**config.mk**
```make
export PLATFORM = sky130hd
export DESIGN_NAME = timer_table_manager
export DESIGN_NICKNAME = d
export VERILOG_FILES = /design/src/rtl/core/ttm_pkg.sv /design/src/rtl/core/timer_table_manager.sv /design/src/rtl/core/ttm_table.sv
export SDC_FILE = /design/constraint.sdc
export NUM_CORES = 2
export LEC_CHECK = 0
export BUFFER_PORTS_ARGS = -buffer_cell sky130_fd_sc_hd__clkbuf_2
export CAP_MARGIN = 5
export CORE_ASPECT_RATIO = 1.4
export CORE_UTILIZATION = 56
export DETAILED_ROUTE_END_ITERATION = 10
export PLACE_DENSITY = 0.8
export SETUP_SLACK_MARGIN = 0.02
export SYNTH_ARGS = -nofsm -noshare
export SYNTH_HDL_FRONTEND = slang
export SYNTH_SLANG_ARGS = --single-unit
```
**constraint.sdc**
```tcl
create_clock -name clk -period 7.7 [get_ports clk]
set_input_delay 0.77 -clock clk [delete_from_list [all_inputs] [get_ports clk]]
set_output_delay 0.77 -clock clk [all_outputs]
set_load 0.1 [all_outputs]
```
**src/rtl/core/ttm_pkg.sv**
```systemverilog
`default_nettype none
package ttm_pkg;
	localparam int unsigned SLOTS = 16;
	localparam int unsigned ID_W = 4;
	localparam int unsigned CNT_W = 5;

	localparam logic [2:0] OP_ADD     = 3'd0;
	localparam logic [2:0] OP_CANCEL  = 3'd1;
	localparam logic [2:0] OP_REFRESH = 3'd2;
	localparam logic [2:0] OP_RESET   = 3'd3;
	localparam logic [2:0] OP_DELAY   = 3'd4;
	localparam logic [2:0] OP_EXPIRE  = 3'd5;

	typedef struct packed {
		logic [2:0]  operation;
		logic [63:0] now;
		logic [3:0]  timer_id;
		logic [63:0] period;
		logic        recurring;
		logic        rearm;
	} req_t;

	typedef struct packed {
		logic [3:0]  result_id;
		logic        ok;
		logic        front_notice;
		logic [63:0] delay;
		logic        last;
	} rsp_t;

	// One slot entry as held in the table memory.
	typedef struct packed {
		logic [63:0] deadline;
		logic [63:0] period;
		logic        rpt;
	} entry_t;

	// Write port from the sequencer to the table.
	typedef struct packed {
		logic                en;
		logic [ID_W-1:0]     addr;
		entry_t              data;
	} wr_t;
endpackage
`default_nettype wire

```
**src/rtl/core/timer_table_manager.sv**
```systemverilog
`default_nettype none
// Timer table manager: sixteen one-shot or repeating timers.
// A request is taken at a clock edge where start is high and busy is low; its
// fields come in on req. Results appear on rsp for one cycle each, marked by
// valid; rsp.last marks the final result of a request. The receiver cannot
// stall, so results are never held.
// Entries (deadline, period, repeat) live in one synchronous RAM; active bits
// and the front flag are flip-flops, cleared by reset, so no clearing pass.
// Every request scans the sixteen slots through the RAM read port, then reads
// the target entry, writes it back and registers the result. Busy drops as
// that result comes out, so the next request can be taken at the edge that
// ends it; no new request is taken while one is still in flight.
// Expire repeats the scan for each due timer it reports, so it gives n results
// (at most 16), one per scan; with nothing due it gives a single result.
// The scan length, set by the single RAM read port, limits the request rate.
// After reset the block is idle with all slots free and the front flag clear.
module timer_table_manager (
	input  wire logic            clk,
	input  wire logic            arst_n,
	input  wire logic            start,
	output logic                 busy,
	input  wire ttm_pkg::req_t   req,
	output logic                 valid,
	output ttm_pkg::rsp_t        rsp
);
	localparam logic [2:0] ST_IDLE = 3'd0;
	localparam logic [2:0] ST_SCAN = 3'd1;
	localparam logic [2:0] ST_RMW  = 3'd2;
	localparam logic [2:0] ST_WB   = 3'd3;
	localparam logic [2:0] ST_DONE = 3'd4;

	logic [2:0]                 state_q;
	ttm_pkg::req_t              req_q;
	logic [ttm_pkg::SLOTS-1:0]  active_q;
	logic [ttm_pkg::SLOTS-1:0]  taken_q;
	logic                       front_q;
	logic [ttm_pkg::CNT_W-1:0]  cnt_q;
	logic                       rv_s1;
	logic [ttm_pkg::ID_W-1:0]   ra_s1;
	logic                       any_q;
	logic                       more_q;
	logic [ttm_pkg::ID_W-1:0]   best_q;
	logic [63:0]                bdl_q;
	logic [ttm_pkg::ID_W-1:0]   tgt_q;
	// Target deadline for the front test, known after the write-back step.
	logic [63:0]                tdl_q;
	// Repeat mark of the expired entry, captured at write-back.
	logic                       rd_rpt_q;
	logic                       valid_q;
	ttm_pkg::rsp_t              rsp_q;

	ttm_pkg::entry_t            rd;
	ttm_pkg::wr_t               wr;
	logic [ttm_pkg::ID_W-1:0]   rd_addr;

	logic [ttm_pkg::ID_W-1:0]   s;
	logic                       cand;
	logic                       better;
	logic [63:0]                newdl;
	logic [63:0]                tdl;
	logic                       ttl_live;
	logic                       full;
	logic [ttm_pkg::ID_W-1:0]   free_id;
	logic                       front;
	ttm_pkg::rsp_t              rsp_d;
	logic [ttm_pkg::SLOTS-1:0]  act_d;
	logic                       set_front;
	logic                       clr_front;
	logic                       rescan;

	ttm_table u_table (.clk(clk), .rd_addr(rd_addr), .rd_data(rd), .wr(wr));

	// Candidate selection during the scan.
	assign s = ra_s1;
	always_comb begin
		cand = 1'b0;
		unique case (req_q.operation) inside
			ttm_pkg::OP_ADD, ttm_pkg::OP_RESET:
				cand = active_q[s] && (s != tgt_q);
			ttm_pkg::OP_DELAY: cand = active_q[s];
			ttm_pkg::OP_EXPIRE:
				cand = active_q[s] && !taken_q[s] && (rd.deadline <= req_q.now);
			default: cand = 1'b0;
		endcase
		better = !any_q || (rd.deadline < bdl_q);
	end

	assign newdl = req_q.now + (req_q.operation == ttm_pkg::OP_REFRESH ?
		rd.period : req_q.period);
	assign ttl_live = active_q[tgt_q];

	// New deadline of the target, valid while the target entry is on rd.
	always_comb begin
		unique case (req_q.operation)
			ttm_pkg::OP_ADD:     tdl = newdl;
			ttm_pkg::OP_RESET:   tdl = req_q.rearm ? newdl : rd.deadline;
			ttm_pkg::OP_REFRESH: tdl = newdl;
			default:             tdl = rd.deadline;
		endcase
	end

	always_comb begin
		full = 1'b1;
		free_id = '0;
		for (int i = ttm_pkg::SLOTS - 1; i >= 0; i--) begin
			if (!active_q[i]) begin
				full = 1'b0;
				free_id = ttm_pkg::ID_W'(i);
			end
		end
	end

	assign busy = (state_q != ST_IDLE);
	assign valid = valid_q;
	assign rsp = rsp_q;
	assign rd_addr = (state_q == ST_RMW) ?
		((req_q.operation == ttm_pkg::OP_EXPIRE) ? best_q : tgt_q) :
		cnt_q[ttm_pkg::ID_W-1:0];

	always_comb begin
		wr = '0;
		wr.addr = tgt_q;
		if (state_q == ST_WB) begin
			unique case (req_q.operation) inside
				ttm_pkg::OP_ADD: begin
					wr.en = !full;
					wr.data.deadline = newdl;
					wr.data.period = req_q.period;
					wr.data.rpt = req_q.recurring;
				end
				ttm_pkg::OP_REFRESH, ttm_pkg::OP_RESET: begin
					wr.en = ttl_live;
					wr.data.deadline = tdl;
					wr.data.period = (req_q.operation == ttm_pkg::OP_RESET) ?
						req_q.period : rd.period;
					wr.data.rpt = rd.rpt;
				end
				ttm_pkg::OP_EXPIRE: begin
					wr.en = any_q && rd.rpt;
					wr.data.deadline = req_q.now + rd.period;
					wr.data.period = rd.period;
					wr.data.rpt = rd.rpt;
				end
				default: wr.en = 1'b0;
			endcase
		end
	end

	// No other live timer precedes the target in (deadline, slot) order.
	assign front = !any_q || (tdl_q < bdl_q) ||
		(tdl_q == bdl_q && tgt_q < best_q);

	// Result and table updates taken at the end of a request.
	always_comb begin
		rsp_d = '0;
		rsp_d.last = 1'b1;
		act_d = active_q;
		set_front = 1'b0;
		clr_front = 1'b0;
		rescan = 1'b0;
		unique case (req_q.operation)
			ttm_pkg::OP_ADD: begin
				rsp_d.ok = !full;
				rsp_d.result_id = full ? '0 : tgt_q;
				if (!full) act_d[tgt_q] = 1'b1;
				set_front = !full && front && !front_q;
				rsp_d.front_notice = set_front;
			end
			ttm_pkg::OP_CANCEL: begin
				rsp_d.ok = ttl_live;
				if (ttl_live) act_d[tgt_q] = 1'b0;
			end
			ttm_pkg::OP_REFRESH: rsp_d.ok = ttl_live;
			ttm_pkg::OP_RESET: begin
				rsp_d.ok = ttl_live;
				set_front = ttl_live && front && !front_q;
				rsp_d.front_notice = set_front;
			end
			ttm_pkg::OP_DELAY: begin
				rsp_d.ok = 1'b1;
				clr_front = 1'b1;
				rsp_d.delay = !any_q ? '1 :
					(req_q.now >= bdl_q) ? 64'd0 : bdl_q - req_q.now;
			end
			ttm_pkg::OP_EXPIRE: begin
				if (any_q) begin
					rsp_d.ok = 1'b1;
					rsp_d.result_id = best_q;
					// Another due timer was seen, so this one is not the last.
					rsp_d.last = !more_q;
					rescan = more_q;
					if (!rd_rpt_q) act_d[best_q] = 1'b0;
				end
			end
			default: rsp_d.ok = 1'b0;
		endcase
	end

	always_ff @(posedge clk or negedge arst_n) begin
		if (!arst_n) begin
			state_q  <= ST_IDLE;
			req_q    <= '0;
			active_q <= '0;
			taken_q  <= '0;
			front_q  <= 1'b0;
			cnt_q    <= '0;
			rv_s1    <= 1'b0;
			ra_s1    <= '0;
			any_q    <= 1'b0;
			more_q   <= 1'b0;
			best_q   <= '0;
			bdl_q    <= '0;
			tgt_q    <= '0;
			tdl_q    <= '0;
			rd_rpt_q <= 1'b0;
			valid_q  <= 1'b0;
			rsp_q    <= '0;
		end else begin
			valid_q <= (state_q == ST_DONE);
			unique case (state_q)
				ST_IDLE: begin
					if (start) begin
						req_q   <= req;
						cnt_q   <= '0;
						rv_s1   <= 1'b0;
						any_q   <= 1'b0;
						more_q  <= 1'b0;
						taken_q <= '0;
						state_q <= ST_SCAN;
						tgt_q   <= (req.operation == ttm_pkg::OP_ADD) ? free_id
							: req.timer_id;
					end
				end
				ST_SCAN: begin
					rv_s1 <= (cnt_q < ttm_pkg::CNT_W'(ttm_pkg::SLOTS));
					ra_s1 <= cnt_q[ttm_pkg::ID_W-1:0];
					if (cnt_q < ttm_pkg::CNT_W'(ttm_pkg::SLOTS))
						cnt_q <= cnt_q + ttm_pkg::CNT_W'(1);
					if (rv_s1 && cand) begin
						if (any_q) more_q <= 1'b1;
						if (better) begin
							any_q  <= 1'b1;
							best_q <= s;
							bdl_q  <= rd.deadline;
						end
					end
					if (!rv_s1 && cnt_q == ttm_pkg::CNT_W'(ttm_pkg::SLOTS))
						state_q <= ST_RMW;
				end
				ST_RMW: begin
					// Entry for the target (or the chosen expired slot) is read here.
					if (req_q.operation == ttm_pkg::OP_EXPIRE) tgt_q <= best_q;
					state_q <= ST_WB;
				end
				ST_WB: begin
					// rd now holds the target entry.
					tdl_q    <= tdl;
					rd_rpt_q <= rd.rpt;
					state_q  <= ST_DONE;
				end
				ST_DONE: begin
					rsp_q    <= rsp_d;
					active_q <= act_d;
					if (set_front) front_q <= 1'b1;
					else if (clr_front) front_q <= 1'b0;
					if (req_q.operation == ttm_pkg::OP_EXPIRE && any_q)
						taken_q[best_q] <= 1'b1;
					if (rescan) begin
						cnt_q   <= '0;
						rv_s1   <= 1'b0;
						any_q   <= 1'b0;
						more_q  <= 1'b0;
						state_q <= ST_SCAN;
					end else begin
						state_q <= ST_IDLE;
					end
				end
				default: state_q <= ST_IDLE;
			endcase
		end
	end

	assert property (@(posedge clk) disable iff (!arst_n) valid |-> $past(busy))
		else $error("result without a request in flight");
	assert property (@(posedge clk) disable iff (!arst_n)
		(state_q == ST_IDLE) |-> !rv_s1)
		else $error("scan pipe active while idle");
	assert property (@(posedge clk) disable iff (!arst_n)
		(start && !busy) |=> busy)
		else $error("request not taken");
	assert property (@(posedge clk) disable iff (!arst_n)
		(valid && !rsp.last) |-> busy)
		else $error("request ended before its last result");
endmodule
`default_nettype wire

```
**src/rtl/core/ttm_table.sv**
```systemverilog
`default_nettype none
module ttm_table (
	input  wire logic                      clk,
	input  wire logic [ttm_pkg::ID_W-1:0]  rd_addr,
	output ttm_pkg::entry_t                rd_data,
	input  wire ttm_pkg::wr_t              wr
);
	ttm_pkg::entry_t mem [ttm_pkg::SLOTS];

	always_ff @(posedge clk) begin
		if (wr.en) begin
			mem[wr.addr] <= wr.data;
		end
		rd_data <= mem[rd_addr];
	end
endmodule
`default_nettype wire

```
==> results.toml <==
[status]
status = "complete, no violations"

[clock_network]
htreeDepth = 4
cts_max_path_buffers = 4
cts_buffers = 228
cts_tree = "built"
cts_sinks = 2583
cts_setup_buffers = 0
path_clk_slew_ps = 70
clk_latency_ps = 930
root_buffer = "clkbuf_16"

[placement]
numPortBuffers = 212
place_hpwl_microns = 200000
dp_slack_ps = 1400
place.gp.congestion = 1.02

[floorplanning]
dieArea_sq_um = 208000
initial_core_util = 0.565
die_w_microns = 385
rows = 196
core_sq_um = 204000
io_pins = 213
die_y_microns = 539

[logic_synthesis]
syn_area_sq_um = 115000
synth_area_leaders = "edfxtp_1 (54%), mux4_2 (10%), dfrtp_1 (8.5%)"
synth.distinct_cells = 88
yosysTopAreaCell = "edfxtp_1"
synth_top_cell_area_share = 0.538
async_flop_share = 0.151
avgSynthCellArea_sq_um = 15.3
synth_ff_type = "edfxtp_1"
ys_seq_elements = 2583
syn-num-nets = 8085
seq_area_frac_synth = 0.645
synth-edff-count = 2064
synthCells = 7551
yosys_warnings = 0

[timing]
final_max_slew_viol_count = 0
setup_viol = 0
fin_skew_ps = 97.1
maxClockFrequency_ghz = 0.150
finalWorstSetupSlack_ps = 1020
relSlewSlack = 0.0714
hold_viol = 0
tightest_slew_ps = 1390
grt_setup_unrepaired = "no"
period_share = 0.868
finalCriticalPeriod_ps = 6680

[grt]
grt_max_degree = 153
grt_use_met3 = 0.0649
first_global_vias = 71976
grt_usage = 0.313
grt.busiest_layer = "met2"
grt_overflow = 0
grt_antenna_before_repair = 16
grt_first_pass_wirelength_microns = 475000
grt_use_met1 = 0.420
use_met2 = 0.491

[detailed_routing]
drt-initial-drc-count = 10131
remaining_drc_errors = 0
wl_per_cell_microns = 31.2
wl_microns = 329000
drt_first_pass_iters = 9
ant_nets = 0
vias = 72540
vias_per_cell = 6.87

[finish]
syn2layout_area_growth_pct = 10.3
layout_common_cells = "edfxtp_1 (2,064), mux4_2 (531), a21oi_1 (520)"
mostFrequentLayoutCell = "edfxtp_1"
nets = 8223
layout-drive-gt1-share = 0.185

[setup_path]
critical_path_arrival_ps = 7190
reg2reg_depth = 17
critPathSlowestCell = "a21oi_1"
r2r-end = "u_table.mem[0][117]$_DFFE_PP_"
worstPathCellList = "nand2b_1 > nor2_4 > buf_12 > mux2_2 > ha_1 > o211ai_1 > a21oi_1 > o21ai_0 > a211oi_1 > o21ai_0 > o41ai_1 > buf_4 > a21boi_0 > o21ai_0 > or2_2 > nand3_1 > a21oi_1"
cp_top_family = "compound AO/OA/AOI/OAI gates"
worstSetupEndpointType = "flop"
cp_num_cells = 17
critical_path_class = "reg -> reg"
cp-startpoint = "req_q[135]$_DFFE_PN0P_"
max_stage_delay_ps = 830
crit_buf_inv = 2
startpoint_type = "flop"
crit_end = "u_table.mem[0][117]$_DFFE_PP_"
r2r_setup_slack_ps = 1020
reg2reg_from = "req_q[135]$_DFFE_PN0P_"
worstPathRequired_ps = 8210
worstPathMaxFanout = 63
cpMostUsedCell = "o21ai_0"

[pwr]
powerDensity_nw_per_um2 = 381
peakVddDrop_mv = 0.285
p_leak_uw = 0.0503
finalPower_uw = 48400

[hold_path]
holdPathStages = 2
min_path_type = "in -> reg"

[job]
max_cap_viol_count = 0
[worst min-delay path by stage]
stage	start	to	slack, ps
finish	req[26]	req_q[26]$_DFFE_PN0P_	90
global route	req[20]	req_q[20]$_DFFE_PN0P_	90
CTS	req[26]	req_q[26]$_DFFE_PN0P_	60
detailed placement	tdl_q[7]$_DFFE_PN0P_	tdl_q[7]$_DFFE_PN0P_	470
global placement	tdl_q[7]$_DFFE_PN0P_	tdl_q[7]$_DFFE_PN0P_	470
floorplan	u_table.rd_data[0]$_DFF_P_	rd_rpt_q$_DFFE_PN0P_	440
[cell families after synthesis]
| logic type | after synthesis | share of synthesized area |
|---|---|---|
| flip-flops | 2583 | 0.645 |
| AO/OA/AOI/OAI | 1577 | 0.0877 |
| AND/OR/NAND/NOR | 1327 | 0.0533 |
| multiplexers | 870 | 0.135 |
| buffers and inverters | 617 | 0.0220 |
| adder cells (fa/ha/maj) | 394 | 0.0430 |
| XOR/XNOR | 183 | 0.0139 |
[flip-flops by register name (all words and copies together), names as in the netlist, 5 cells and up]
name             count
u_table.mem       2064
req_q              133
u_table.rd_data    129
rsp                 71
bdl_q               64
tdl_q               64
active_q            16
taken_q             16
cnt_q                5
[worst register-to-register path, delay by kind of cell, from the launching register on]
family | cells | cell delay [ps]
compound gates | 9 | 3540
fa+ha+maj | 1 | 390
buf+inv | 2 | 510
flops | 1 | 560
mux | 1 | 430
simple gates | 4 | 860
[where the power goes]
part           switching, uW  internal, uW  total (uW)
clock                   5160          6600       11800
combinational          11700          7120       18800
sequential              2030         15800       17800
total                  18900         29500       48400
[final cells by class]
type                    count  area (sq um)
well taps                2673          3340
diodes                      2          5.00
multi-input cells        4351         38700
flip-flops and latches   2583         74300
repair buffers            328          2460
inverters                 197           739
clock buffers             300          6260
fillers                 13979         76900
clock inverters           120          1350
[synthesized netlist by cell type, drive strengths merged, types with 7 or more instances]
| cell | count |
|---|---|
| ha | 391 |
| nor2 | 345 |
| dfrtp | 390 |
| o22ai | 30 |
| edfxtp | 2064 |
| nand3 | 75 |
| a221oi | 17 |
| a21oi | 523 |
| clkbuf | 250 |
| nand2 | 482 |
| buf | 170 |
| or2 | 11 |
| nand4 | 93 |
| inv | 196 |
| a221o | 65 |
| o21a | 37 |
| a311oi | 7 |
| xnor2 | 117 |
| and2 | 16 |
| o221ai | 11 |
| mux2 | 209 |
| mux4 | 531 |
| a222oi | 17 |
| nand2b | 36 |
| dfxtp | 129 |
| o21ai | 262 |
| o211ai | 12 |
| a41oi | 9 |
| o31ai | 9 |
| a21o | 139 |
| nor4 | 11 |
| a31o | 8 |
| o21bai | 41 |
| and3 | 14 |
| or3 | 7 |
| a22oi | 87 |
| nor2b | 170 |
| a21boi | 15 |
| a211oi | 153 |
| xor2 | 66 |
| nor3 | 47 |
| mux2i | 130 |
| a31oi | 87 |
[metal layers]
layer  vias up  part of all wire
li1      29889                 -
met1     36303              0.36
met2      5389              0.46
met3       941              0.12
met4        18             0.054
met5         -           0.00036
[metrics by stage]
step	hold WS (ps)	util	area (sq um)	instances	setup TNS, ps
global route	91.2	0.623	127000	10553	0
CTS	61.5	0.623	127000	10550	0
global placement	467	0.586	120000	10129	0
finish	90.9	0.623	127000	10554	0
detailed placement	475	0.586	120000	10129	0
floorplan	439	-	115000	7551	-447550
[timing repair]
action,4_1_cts,5_1_grt
hold buffers,1,0
hold endpoints to repair,67,0
gates resized for setup,0,0
(Power assumes the default switching activity.)
